--- src/hdl/sth_pkg.sv ---
// ----------------------------------------------------------------------------
// sth_pkg
// Types and character constants for the subtitle tag highlighter.
// ----------------------------------------------------------------------------
package sth_pkg;

	localparam int unsigned CharW = 16;

	localparam logic [CharW-1:0] ChOpen   = 16'h007B;
	localparam logic [CharW-1:0] ChClose  = 16'h007D;
	localparam logic [CharW-1:0] ChBslash = 16'h005C;
	localparam logic [CharW-1:0] ChLowN   = 16'h006E;
	localparam logic [CharW-1:0] ChUpN    = 16'h004E;
	localparam logic [CharW-1:0] ChLowH   = 16'h0068;
	localparam logic [CharW-1:0] ChUpH    = 16'h0048;
	localparam logic [CharW-1:0] ChAmp    = 16'h0026;
	localparam logic [CharW-1:0] ChLParen = 16'h0028;
	localparam logic [CharW-1:0] ChRParen = 16'h0029;
	localparam logic [CharW-1:0] ChComma  = 16'h002C;
	localparam logic [CharW-1:0] ChDot    = 16'h002E;
	localparam logic [CharW-1:0] ChPlus   = 16'h002B;
	localparam logic [CharW-1:0] ChMinus  = 16'h002D;
	localparam logic [CharW-1:0] ChZero   = 16'h0030;
	localparam logic [CharW-1:0] ChNine   = 16'h0039;

	typedef enum logic [2:0] {
		CLS_NORMAL = 3'd0,
		CLS_BRACE  = 3'd1,
		CLS_SEP    = 3'd2,
		CLS_TAG    = 3'd3,
		CLS_ERROR  = 3'd4,
		CLS_NUMBER = 3'd5,
		CLS_BREAK  = 3'd6
	} cls_t;

	typedef enum logic [1:0] {
		MODE_OUTSIDE = 2'd0,
		MODE_INSIDE  = 2'd1,
		MODE_ERROR   = 2'd2
	} mode_t;

	typedef struct packed {
		mode_t mode;
		logic  held;
		logic  amp;
	} st_t;

	typedef struct packed {
		logic [CharW-1:0] ch;
		cls_t             cls;
		logic             eot;
	} res_t;

	typedef struct packed {
		logic [1:0] cnt;
		res_t       r0;
		res_t       r1;
	} res_pair_t;

endpackage

--- src/hdl/sth_classify.sv ---
// ----------------------------------------------------------------------------
// sth_classify
// Per-character classifier: styles one character against the current state,
// releases a held backslash and computes the next state.
// ----------------------------------------------------------------------------
module sth_classify (
	input  logic [sth_pkg::CharW-1:0] ch,
	input  logic                      last,
	input  sth_pkg::st_t              st,
	output sth_pkg::res_pair_t        res,
	output sth_pkg::st_t              st_nxt
);

	always_comb begin
		logic           brk;
		logic           done;
		logic           hold;
		sth_pkg::cls_t  cls;
		sth_pkg::mode_t mode;
		sth_pkg::res_t  cur;

		brk  = (ch == sth_pkg::ChLowN) || (ch == sth_pkg::ChUpN) || (ch == sth_pkg::ChLowH);
		mode = st.mode;
		res  = '0;
		st_nxt = st;
		done = 1'b0;
		cur.ch  = ch;
		cur.eot = 1'b0;

		if (st.held) begin
			st_nxt.held = 1'b0;
			res.cnt = 2'd1;
			res.r0.ch  = sth_pkg::ChBslash;
			res.r0.eot = 1'b0;
			res.r0.cls = brk ? sth_pkg::CLS_BREAK : sth_pkg::CLS_NORMAL;
			if (brk) begin
				done = 1'b1;
				st_nxt.amp = 1'b0;
			end
		end

		hold = (mode == sth_pkg::MODE_OUTSIDE) && (ch == sth_pkg::ChBslash) && !last;

		// classification of the current character
		if (mode == sth_pkg::MODE_ERROR) begin
			cls = sth_pkg::CLS_ERROR;
		end else if (ch == sth_pkg::ChOpen) begin
			if (mode == sth_pkg::MODE_OUTSIDE) begin
				mode = sth_pkg::MODE_INSIDE;
				cls  = sth_pkg::CLS_BRACE;
			end else begin
				mode = sth_pkg::MODE_ERROR;
				cls  = sth_pkg::CLS_ERROR;
			end
		end else if (ch == sth_pkg::ChClose) begin
			if (mode == sth_pkg::MODE_INSIDE) begin
				mode = sth_pkg::MODE_OUTSIDE;
				cls  = sth_pkg::CLS_BRACE;
			end else begin
				mode = sth_pkg::MODE_ERROR;
				cls  = sth_pkg::CLS_ERROR;
			end
		end else if (mode == sth_pkg::MODE_OUTSIDE) begin
			cls = sth_pkg::CLS_NORMAL;
		end else if ((ch == sth_pkg::ChBslash) || (ch == sth_pkg::ChLParen) ||
			(ch == sth_pkg::ChRParen) || (ch == sth_pkg::ChComma)) begin
			cls = sth_pkg::CLS_SEP;
		end else if (((ch >= sth_pkg::ChZero) && (ch <= sth_pkg::ChNine)) ||
			(ch == sth_pkg::ChDot) || (ch == sth_pkg::ChAmp) ||
			(ch == sth_pkg::ChPlus) || (ch == sth_pkg::ChMinus) ||
			((ch == sth_pkg::ChUpH) && st.amp && !st.held)) begin
			cls = sth_pkg::CLS_NUMBER;
		end else begin
			cls = sth_pkg::CLS_TAG;
		end
		cur.cls = cls;

		if (done) begin
			res.cnt = 2'd2;
			res.r1.ch  = ch;
			res.r1.cls = sth_pkg::CLS_BREAK;
			res.r1.eot = 1'b0;
		end else if (hold) begin
			st_nxt.held = 1'b1;
			st_nxt.amp  = 1'b0;
		end else begin
			st_nxt.mode = mode;
			st_nxt.amp  = (ch == sth_pkg::ChAmp);
			if (st.held) begin
				res.cnt = 2'd2;
				res.r1  = cur;
			end else begin
				res.cnt = 2'd1;
				res.r0  = cur;
			end
		end

		if (last) begin
			if (res.cnt == 2'd2) begin
				res.r1.eot = 1'b1;
			end else begin
				res.r0.eot = 1'b1;
			end
			st_nxt = '{mode: sth_pkg::MODE_OUTSIDE, held: 1'b0, amp: 1'b0};
		end
	end

endmodule

--- src/hdl/sth_result_q.sv ---
// ----------------------------------------------------------------------------
// sth_result_q
// Four-entry result queue; takes up to two results per cycle, gives one.
// ----------------------------------------------------------------------------
module sth_result_q (
	input  logic               clk,
	input  logic               arst_n,
	input  logic               push,
	input  sth_pkg::res_pair_t din,
	output logic               room,
	output logic               valid,
	input  logic               pop,
	output sth_pkg::res_t      dout
);

	sth_pkg::res_t mem_q [4];
	logic [1:0]    wp_q;
	logic [1:0]    rp_q;
	logic [2:0]    cnt_q;
	logic [1:0]    nadd;
	logic          take;

	assign nadd  = push ? din.cnt : 2'd0;
	assign valid = (cnt_q != 3'd0);
	assign take  = pop && valid;
	assign room  = (cnt_q <= 3'd2);
	assign dout  = mem_q[rp_q];

	always_ff @(posedge clk or negedge arst_n) begin
		if (!arst_n) begin
			wp_q  <= '0;
			rp_q  <= '0;
			cnt_q <= '0;
		end else begin
			wp_q  <= wp_q + nadd;
			rp_q  <= rp_q + {1'b0, take};
			cnt_q <= cnt_q + {1'b0, nadd} - {2'b0, take};
		end
	end

	always_ff @(posedge clk) begin
		if (nadd != 2'd0) begin
			mem_q[wp_q] <= din.r0;
		end
		if (nadd == 2'd2) begin
			mem_q[wp_q + 2'd1] <= din.r1;
		end
	end

endmodule

--- src/hdl/subtitle_tag_highlighter.sv ---
// ----------------------------------------------------------------------------
// subtitle_tag_highlighter
// Styles subtitle text per character: override braces, tag separators,
// numbers, tag names, sticky brace errors and backslash line breaks.
//
//  channel | dir | tdata          | tuser          | tlast
//  s_*     | in  | code_unit      | -              | last_char
//  m_*     | out | char_out       | style_class    | end_of_text
//
// One character accepted per cycle; results pass input register, then queue.
// A character giving two results (line-break pair, released backslash)
// takes two output beats, so the output port sets the sustained rate.
// The input register stalls while fewer than two result queue slots are free.
// Reset clears mode, held backslash and the queue; the last beat returns
// mode, held backslash and ampersand memory to reset.
// ----------------------------------------------------------------------------
module subtitle_tag_highlighter #(
	parameter int unsigned CHAR_BITS = 16
) (
	input  logic        clk,
	input  logic        arst_n,
	input  logic        s_tvalid,
	output logic        s_tready,
	input  logic [15:0] s_tdata,   // [15:0] code_unit
	input  logic        s_tlast,
	output logic        m_tvalid,
	input  logic        m_tready,
	output logic [15:0] m_tdata,   // [15:0] char_out
	output logic [2:0]  m_tuser,   // [2:0] style_class
	output logic        m_tlast
);

	localparam int unsigned CW = (CHAR_BITS < sth_pkg::CharW) ? CHAR_BITS : sth_pkg::CharW;

	logic                      valid_s1;
	logic [sth_pkg::CharW-1:0] ch_s1;
	logic                      last_s1;
	sth_pkg::st_t              st_q;
	sth_pkg::st_t              st_nxt;
	sth_pkg::res_pair_t        res;
	sth_pkg::res_t             head;
	logic                      room;
	logic                      adv;

	assign adv      = valid_s1 && room;
	assign s_tready = !valid_s1 || adv;

	always_ff @(posedge clk or negedge arst_n) begin
		if (!arst_n) begin
			valid_s1 <= 1'b0;
			st_q     <= '{mode: sth_pkg::MODE_OUTSIDE, held: 1'b0, amp: 1'b0};
		end else begin
			if (s_tready) begin
				valid_s1 <= s_tvalid;
			end
			if (adv) begin
				st_q <= st_nxt;
			end
		end
	end

	always_ff @(posedge clk) begin
		if (s_tvalid && s_tready) begin
			ch_s1   <= sth_pkg::CharW'(s_tdata[CW-1:0]);
			last_s1 <= s_tlast;
		end
	end

	sth_classify u_cls (
		.ch     (ch_s1),
		.last   (last_s1),
		.st     (st_q),
		.res    (res),
		.st_nxt (st_nxt)
	);

	sth_result_q u_q (
		.clk    (clk),
		.arst_n (arst_n),
		.push   (adv),
		.din    (res),
		.room   (room),
		.valid  (m_tvalid),
		.pop    (m_tready),
		.dout   (head)
	);

	assign m_tdata = head.ch;
	assign m_tuser = head.cls;
	assign m_tlast = head.eot;

endmodule

--- config.mk ---
export PLATFORM = sky130hd
export DESIGN_NAME = subtitle_tag_highlighter
export DESIGN_NICKNAME = d
export VERILOG_FILES = /design/src/hdl/sth_pkg.sv /design/src/hdl/sth_classify.sv /design/src/hdl/sth_result_q.sv /design/src/hdl/subtitle_tag_highlighter.sv
export SDC_FILE = /design/constraint.sdc
export NUM_CORES = 1
export LEC_CHECK = 0
export ABC_AREA = 1
export BUFFER_PORTS_ARGS = -buffer_cell sky130_fd_sc_hd__buf_2
export CAP_MARGIN = 0
export CORE_MARGIN = 2
export CORE_UTILIZATION = 59
export CTS_BUF_LIST = sky130_fd_sc_hd__clkbuf_4
export DETAILED_ROUTE_END_ITERATION = 8
export HOLD_SLACK_MARGIN = 0.02
export PLACE_DENSITY = 0.78
export SETUP_SLACK_MARGIN = 0.1
export SLEW_MARGIN = 30
export SYNTH_ARGS = -nofsm -noshare
export SYNTH_HDL_FRONTEND = slang
export SYNTH_HIERARCHICAL = 1
export SYNTH_SLANG_ARGS = --single-unit
export TNS_END_PERCENT = 20
--- constraint.sdc ---
create_clock -name clk -period 4.1 [get_ports clk]
set_input_delay 0.82 -clock clk [delete_from_list [all_inputs] [get_ports clk]]
set_output_delay 0.82 -clock clk [all_outputs]
set_load 0.05 [all_outputs]
# --- Word level (Yosys, flattened, before mapping) ---
# Memory sizes are Yosys's and may differ from the RTL's.
# Index checks and enable logic that the tools add are counted.
# Widths: inputs -> output; s select.
op_classes:
  muxes: 40
  eq_ne: 23
  add_sub_neg: 5
  n_lt_le_gt_ge: 3
  n_reduce_logical: 28
op_table:
  columns: ["cell", "n"]
  rows:
  - ["$eq 16x6->1 const B", 7]
  - ["$eq 16x7->1 const B", 7]
  - ["$mux 20", 4]
  - ["$mux 42", 1]
  - ["$mux 3", 9]
  - ["$mux 21", 1]
  - ["$mux 2", 9]
  - ["$ge 16x6->1 const B", 1]
  - ["$le 16x6->1 const B", 1]
  - ["$mux 1", 14]
  - ["$logic_or 1x1->1", 11]
  - ["$logic_and 1x1->1", 8]
  - ["$mux 4", 2]
  - ["$eq 2x2->1 const B", 3]
  - ["$ne 2x2->1 const B", 3]
  - ["$reduce_bool 3->1", 2]
  - ["$reduce_and 5->1", 1]
  - ["$add 3x2->3", 1]
  - ["$le 3x2->1 const B", 1]
  - ["$logic_not 1->1", 3]
  - ["$ne 3x2->1 const B", 1]
  - ["$ne 3x3->1 const B", 1]
  - ["$reduce_and 3->1", 1]
  - ["$sub 3x1->3", 1]
  - ["6 further kinds", 6]
totals:
  memories: 1
  reg_bits: 29
  word_cells: 109
  ram_bits: 80
  output_inout_bits: 22
  inputBits: 21
memory_table:
  columns: ["name", "depth", "width", "read_ports", "rd_clocked_by_memory_dff", "write_ports", "line", "rtl"]
  rows:
  - ["u_q.mem_q", 4, 20, 1, 0, 2, "sth_result_q.sv:16", "sth_pkg::res_t mem_q [4];"]

# --- Logic depth before layout (Yosys ltp) ---
depth:
  depth_word: 20
  depth_mapped: 18
  depth_no_buf: 18

# --- Modules after synthesis ---
# Netlist, hierarchy kept.
by_module_without_submodules:
  columns: ["mod", "n_inst", "area_each_um2", "seq_area_each_um2", "cells_each"]
  rows:
  - ["sth_result_q", 1, 4593.2, 2577.5, 475]
  - ["sth_classify", 1, 737.0, 0.0, 166]
  - ["subtitle_tag_highlighter", 1, 715.7, 635.6, 41]

# --- Worst setup path before layout ---
# OpenSTA, ideal clock, no wires.
synth_path:
  path_type: "register to register"
  startpoint: "register ch_s1[7] in the netlist's numbering"
  endpoint: "memory u_q/mem_q[2][0] in the netlist's numbering, enable pin"
  required_ps: 3723
  n_path_buf: 1
  t_arrival_ps: 2389
  period_less_slack_ps: 2766
  stages_incl_launch_ff: 14
  setup_slack_ps: 1334
  setup_ps: 377
  cell_sequence: "edfxtp_1 > inv_1 > nand2_1 > nor2_1 > nand3_1 > nor3_4 > inv_2 > ha_1 > nand2_1 > inv_1 > nor2_8 > nand2_4 > buf_6 > nand2_1"
synth_lines:
  columns: ["element", "line", "rtl"]
  rows:
  - ["start: declaration", "subtitle_tag_highlighter.sv:36", "logic [sth_pkg::CharW-1:0] ch_s1;"]
  - ["start signal: assignment", "subtitle_tag_highlighter.sv:64", "ch_s1 <= sth_pkg::CharW'(s_tdata[CW-1:0]);"]
  - ["end: declaration", "sth_result_q.sv:16", null]

==> results.toml <==
[status]
outcome = "finished clean"

[layout]
finalNetCount = 735
fill_cells = 832
num_antenna_cells = 0
areaGrowthSynthToFinish_pct = 5.55
finish.utilization_pct = 64.7
drive_gt1_share_pct = 16.1
stdcell_count = 847
post-route-cell-area_um2 = 6380

[timing]
fin_crit_sh_pct = 79.8
holdWs_ns = 0.225
clock_skew_ns = 0.0259
max_slew_margin_pct = 43.6
setup_viol = 0
drv_slew = 0
tightest_slew_ns = 0.846
clock.fmax_ghz = 0.306
min_period_ns = 3.27
finalHoldViolations = 0
setup_tns_ns = 0
timing.final.ws_setup_ns = 0.827
rsz0062_at_grt = "no"

[setup_path]
path_cells = "nor2_1, nand2_1, nor2_2, buf_4, nand3_1, nor3_4, inv_2, ha_1, nand2_1, inv_1, nor2_8, nand2_4, nand2_1, buf_12"
crit_path_top_delay_cell = "nand2_1"
max_stage_delay_ns = 0.48
reg2reg_slack_ns = 0.83
cp_num_buf_inv = 4
worstPathRequired_ns = 4.27
crit_top_cell = "nand2_1"
critPathKind = "reg -> reg"
endpoint_kind = "flop"
worstPathArrival_ns = 3.44
start_kind = "flop"
cp_max_fo = 41
cp_top_family = "simple AND/OR/NAND/NOR gates"

[routing]
wl_mm = 12.9
drtPass1Iterations = 5
wl_per_cell_um = 15.2
route.detailed.drc = 0
drt_iter0_drc = 427
detail-route-antenna-nets = 0
vias = 4715
via_per_inst = 5.57

[placement]
gp_congestion = 0.879
placed_area_um2 = 6240
dp.cells = 831
port-buffer-count = 42
place_hpwl_mm = 8.95
dp_worst_setup_slack_ns = 0.845

[grt]
grt_usage_pct = 24.3
grt_max_degree = 44
grt_overflow_total = 0
grt_pass1_vias = 4395
antenna_found_initial = 0
grt_pass1_wl_mm = 21.4

[synthesis]
synth_common_cells = "nand2_1, edfxtp_1, nor2_1"
syn_nets = 708
yosys.area.top_type_share_pct = 48.2
async_reset_ff_share_pct = 11.0
synth_warnings = 6
postSynthAreaPerCell_um2 = 8.86
ys_top_cells_by_area = "edfxtp_1, nand2_1, nor2_1, o21ai_1, dfrtp_1"
ys_seq_area_share_pct = 53.1
synth.most_common_cell = "nand2_1"
syn_inst = 682
yosys.area.top_type = "edfxtp_1"
ys_types = 34
ys_ff_latch = 109
synth-edff-count = 97
synthFlopType = "edfxtp_1"
netlist_area_um2 = 6050

[clock_network]
cts_resized = 0
numCtsBuffers = 9
postCtsSetupRepairBufs = 0
clk_pin_slew_ns = 0.16
cts_tree = "built"
cts_hold_buffers = 0
cts_sinks = 109
cts-root-buf = "clkbuf_4"
insertion_delay_ns = 0.46
cts-htree-levels = 3
clockBufferDepth = 2

[power_and_ir_drop]
ir_drop_uv = 475
total_power_mw = 4.13
cellLeakagePower_nw = 2.79
power.density_nw_per_um2 = 648

[die]
start_util_pct = 61.3
fp.dieArea_um2 = 11100
dieHeight_um = 105
row_count = 36
core_region_area_um2 = 9860
io-pin-count = 43
die_width_um = 105

[worst_hold_path]
hold_path_class = "in -> async"

[flow_run]
timing.max_cap.violations = 0
==> cell families (layout without fill, tap and decap cells) <==
kind of cell | Yosys count | in the layout | synth area share [%]
xor gates and xnor gates | 2 | 2 | 0.290
AOI/OAI and AO/OA | 159 | 159 | 15.5
DFF | 109 | 109 | 53.1
buffers and inverters | 115 | 147 | 9.52
adders and majority gates | 5 | 5 | 1.16
and+or+nand+nor | 292 | 292 | 20.4
==> metal layers <==
layer | vias up | wire, um | GRT usage [%]
li1 | 2328 | - | -
met5 | - | 0 | 0
met2 | 194 | 5940 | 38.6
met4 | 0 | 190 | 7.71
met3 | 21 | 913 | 4.45
met1 | 2172 | 5820 | 34.1
==> worst register-to-register path: stages (launching register included) <==
cell and delay (ns):
edfxtp_1 0.45, nor2_1 0.11, nand2_1 0.06, nor2_2 0.09, buf_4 0.17, nand3_1 0.14
nor3_4 0.23, inv_2 0.12, ha_1 0.28, nand2_1 0.06, inv_1 0.10, nor2_8 0.19
nand2_4 0.29, nand2_1 0.48, buf_12 0.21
==> area by class of cell <==
type                            count  area (um^2)  area share (%)
Tap cell                          133          166            2.61
Inverter                           80          300            4.71
Clock buffer                       11         82.6            1.29
Multi-Input combinational cell    458         2260            35.4
Sequential cell                   109         3210            50.4
Clock inverter                      5         58.8           0.922
Timing Repair Buffer               51          303            4.75
==> state kept, by name (all words and copies together), names as in the netlist <==
| signal | flops |
|---|---|
| u_q/cnt_q | 3 |
| u_q/mem_q | 80 |
| last_s1 | 1 |
| u_q/wp_q | 2 |
| ch_s1 | 16 |
| u_q/rp_q | 2 |
| st_q | 4 |
| valid_s1 | 1 |
==> layout by cell type, fill, tap and decap left out, types with 3 or more instances in the layout <==
cell type,instances
nand2_1,158
edfxtp_1,97
nor2_1,91
inv_1,78
o21ai_1,61
o21ai_0,55
buf_2,42
o21ai_2,34
nand3_1,22
dfrtp_1,12
clkbuf_4,11
buf_4,7
nand2_4,5
a21oi_1,4
nand4_1,4
ha_1,4
nor2_2,3
==> path summary, 6_finish.rpt <==
path                            from               end  cells past startpoint
max reg2reg                ch_s1[15]  u_q/mem_q[1][10]                     14
min in group clk             st_q[0]           st_q[0]                      2
min reg2reg                  st_q[0]           st_q[0]                      2
max in group asynchronous     arst_n       u_q/wp_q[0]                      1
max                        ch_s1[15]  u_q/mem_q[1][10]                     14
min                           arst_n           st_q[0]                      1
==> power breakdown <==
part	internal [mW]	switching, mW
clock network	0.202	0.348
registers	1.53	0.116
logic	0.482	1.45
total	2.22	1.92
No activity file was read; power rests on OpenSTA's default activity.
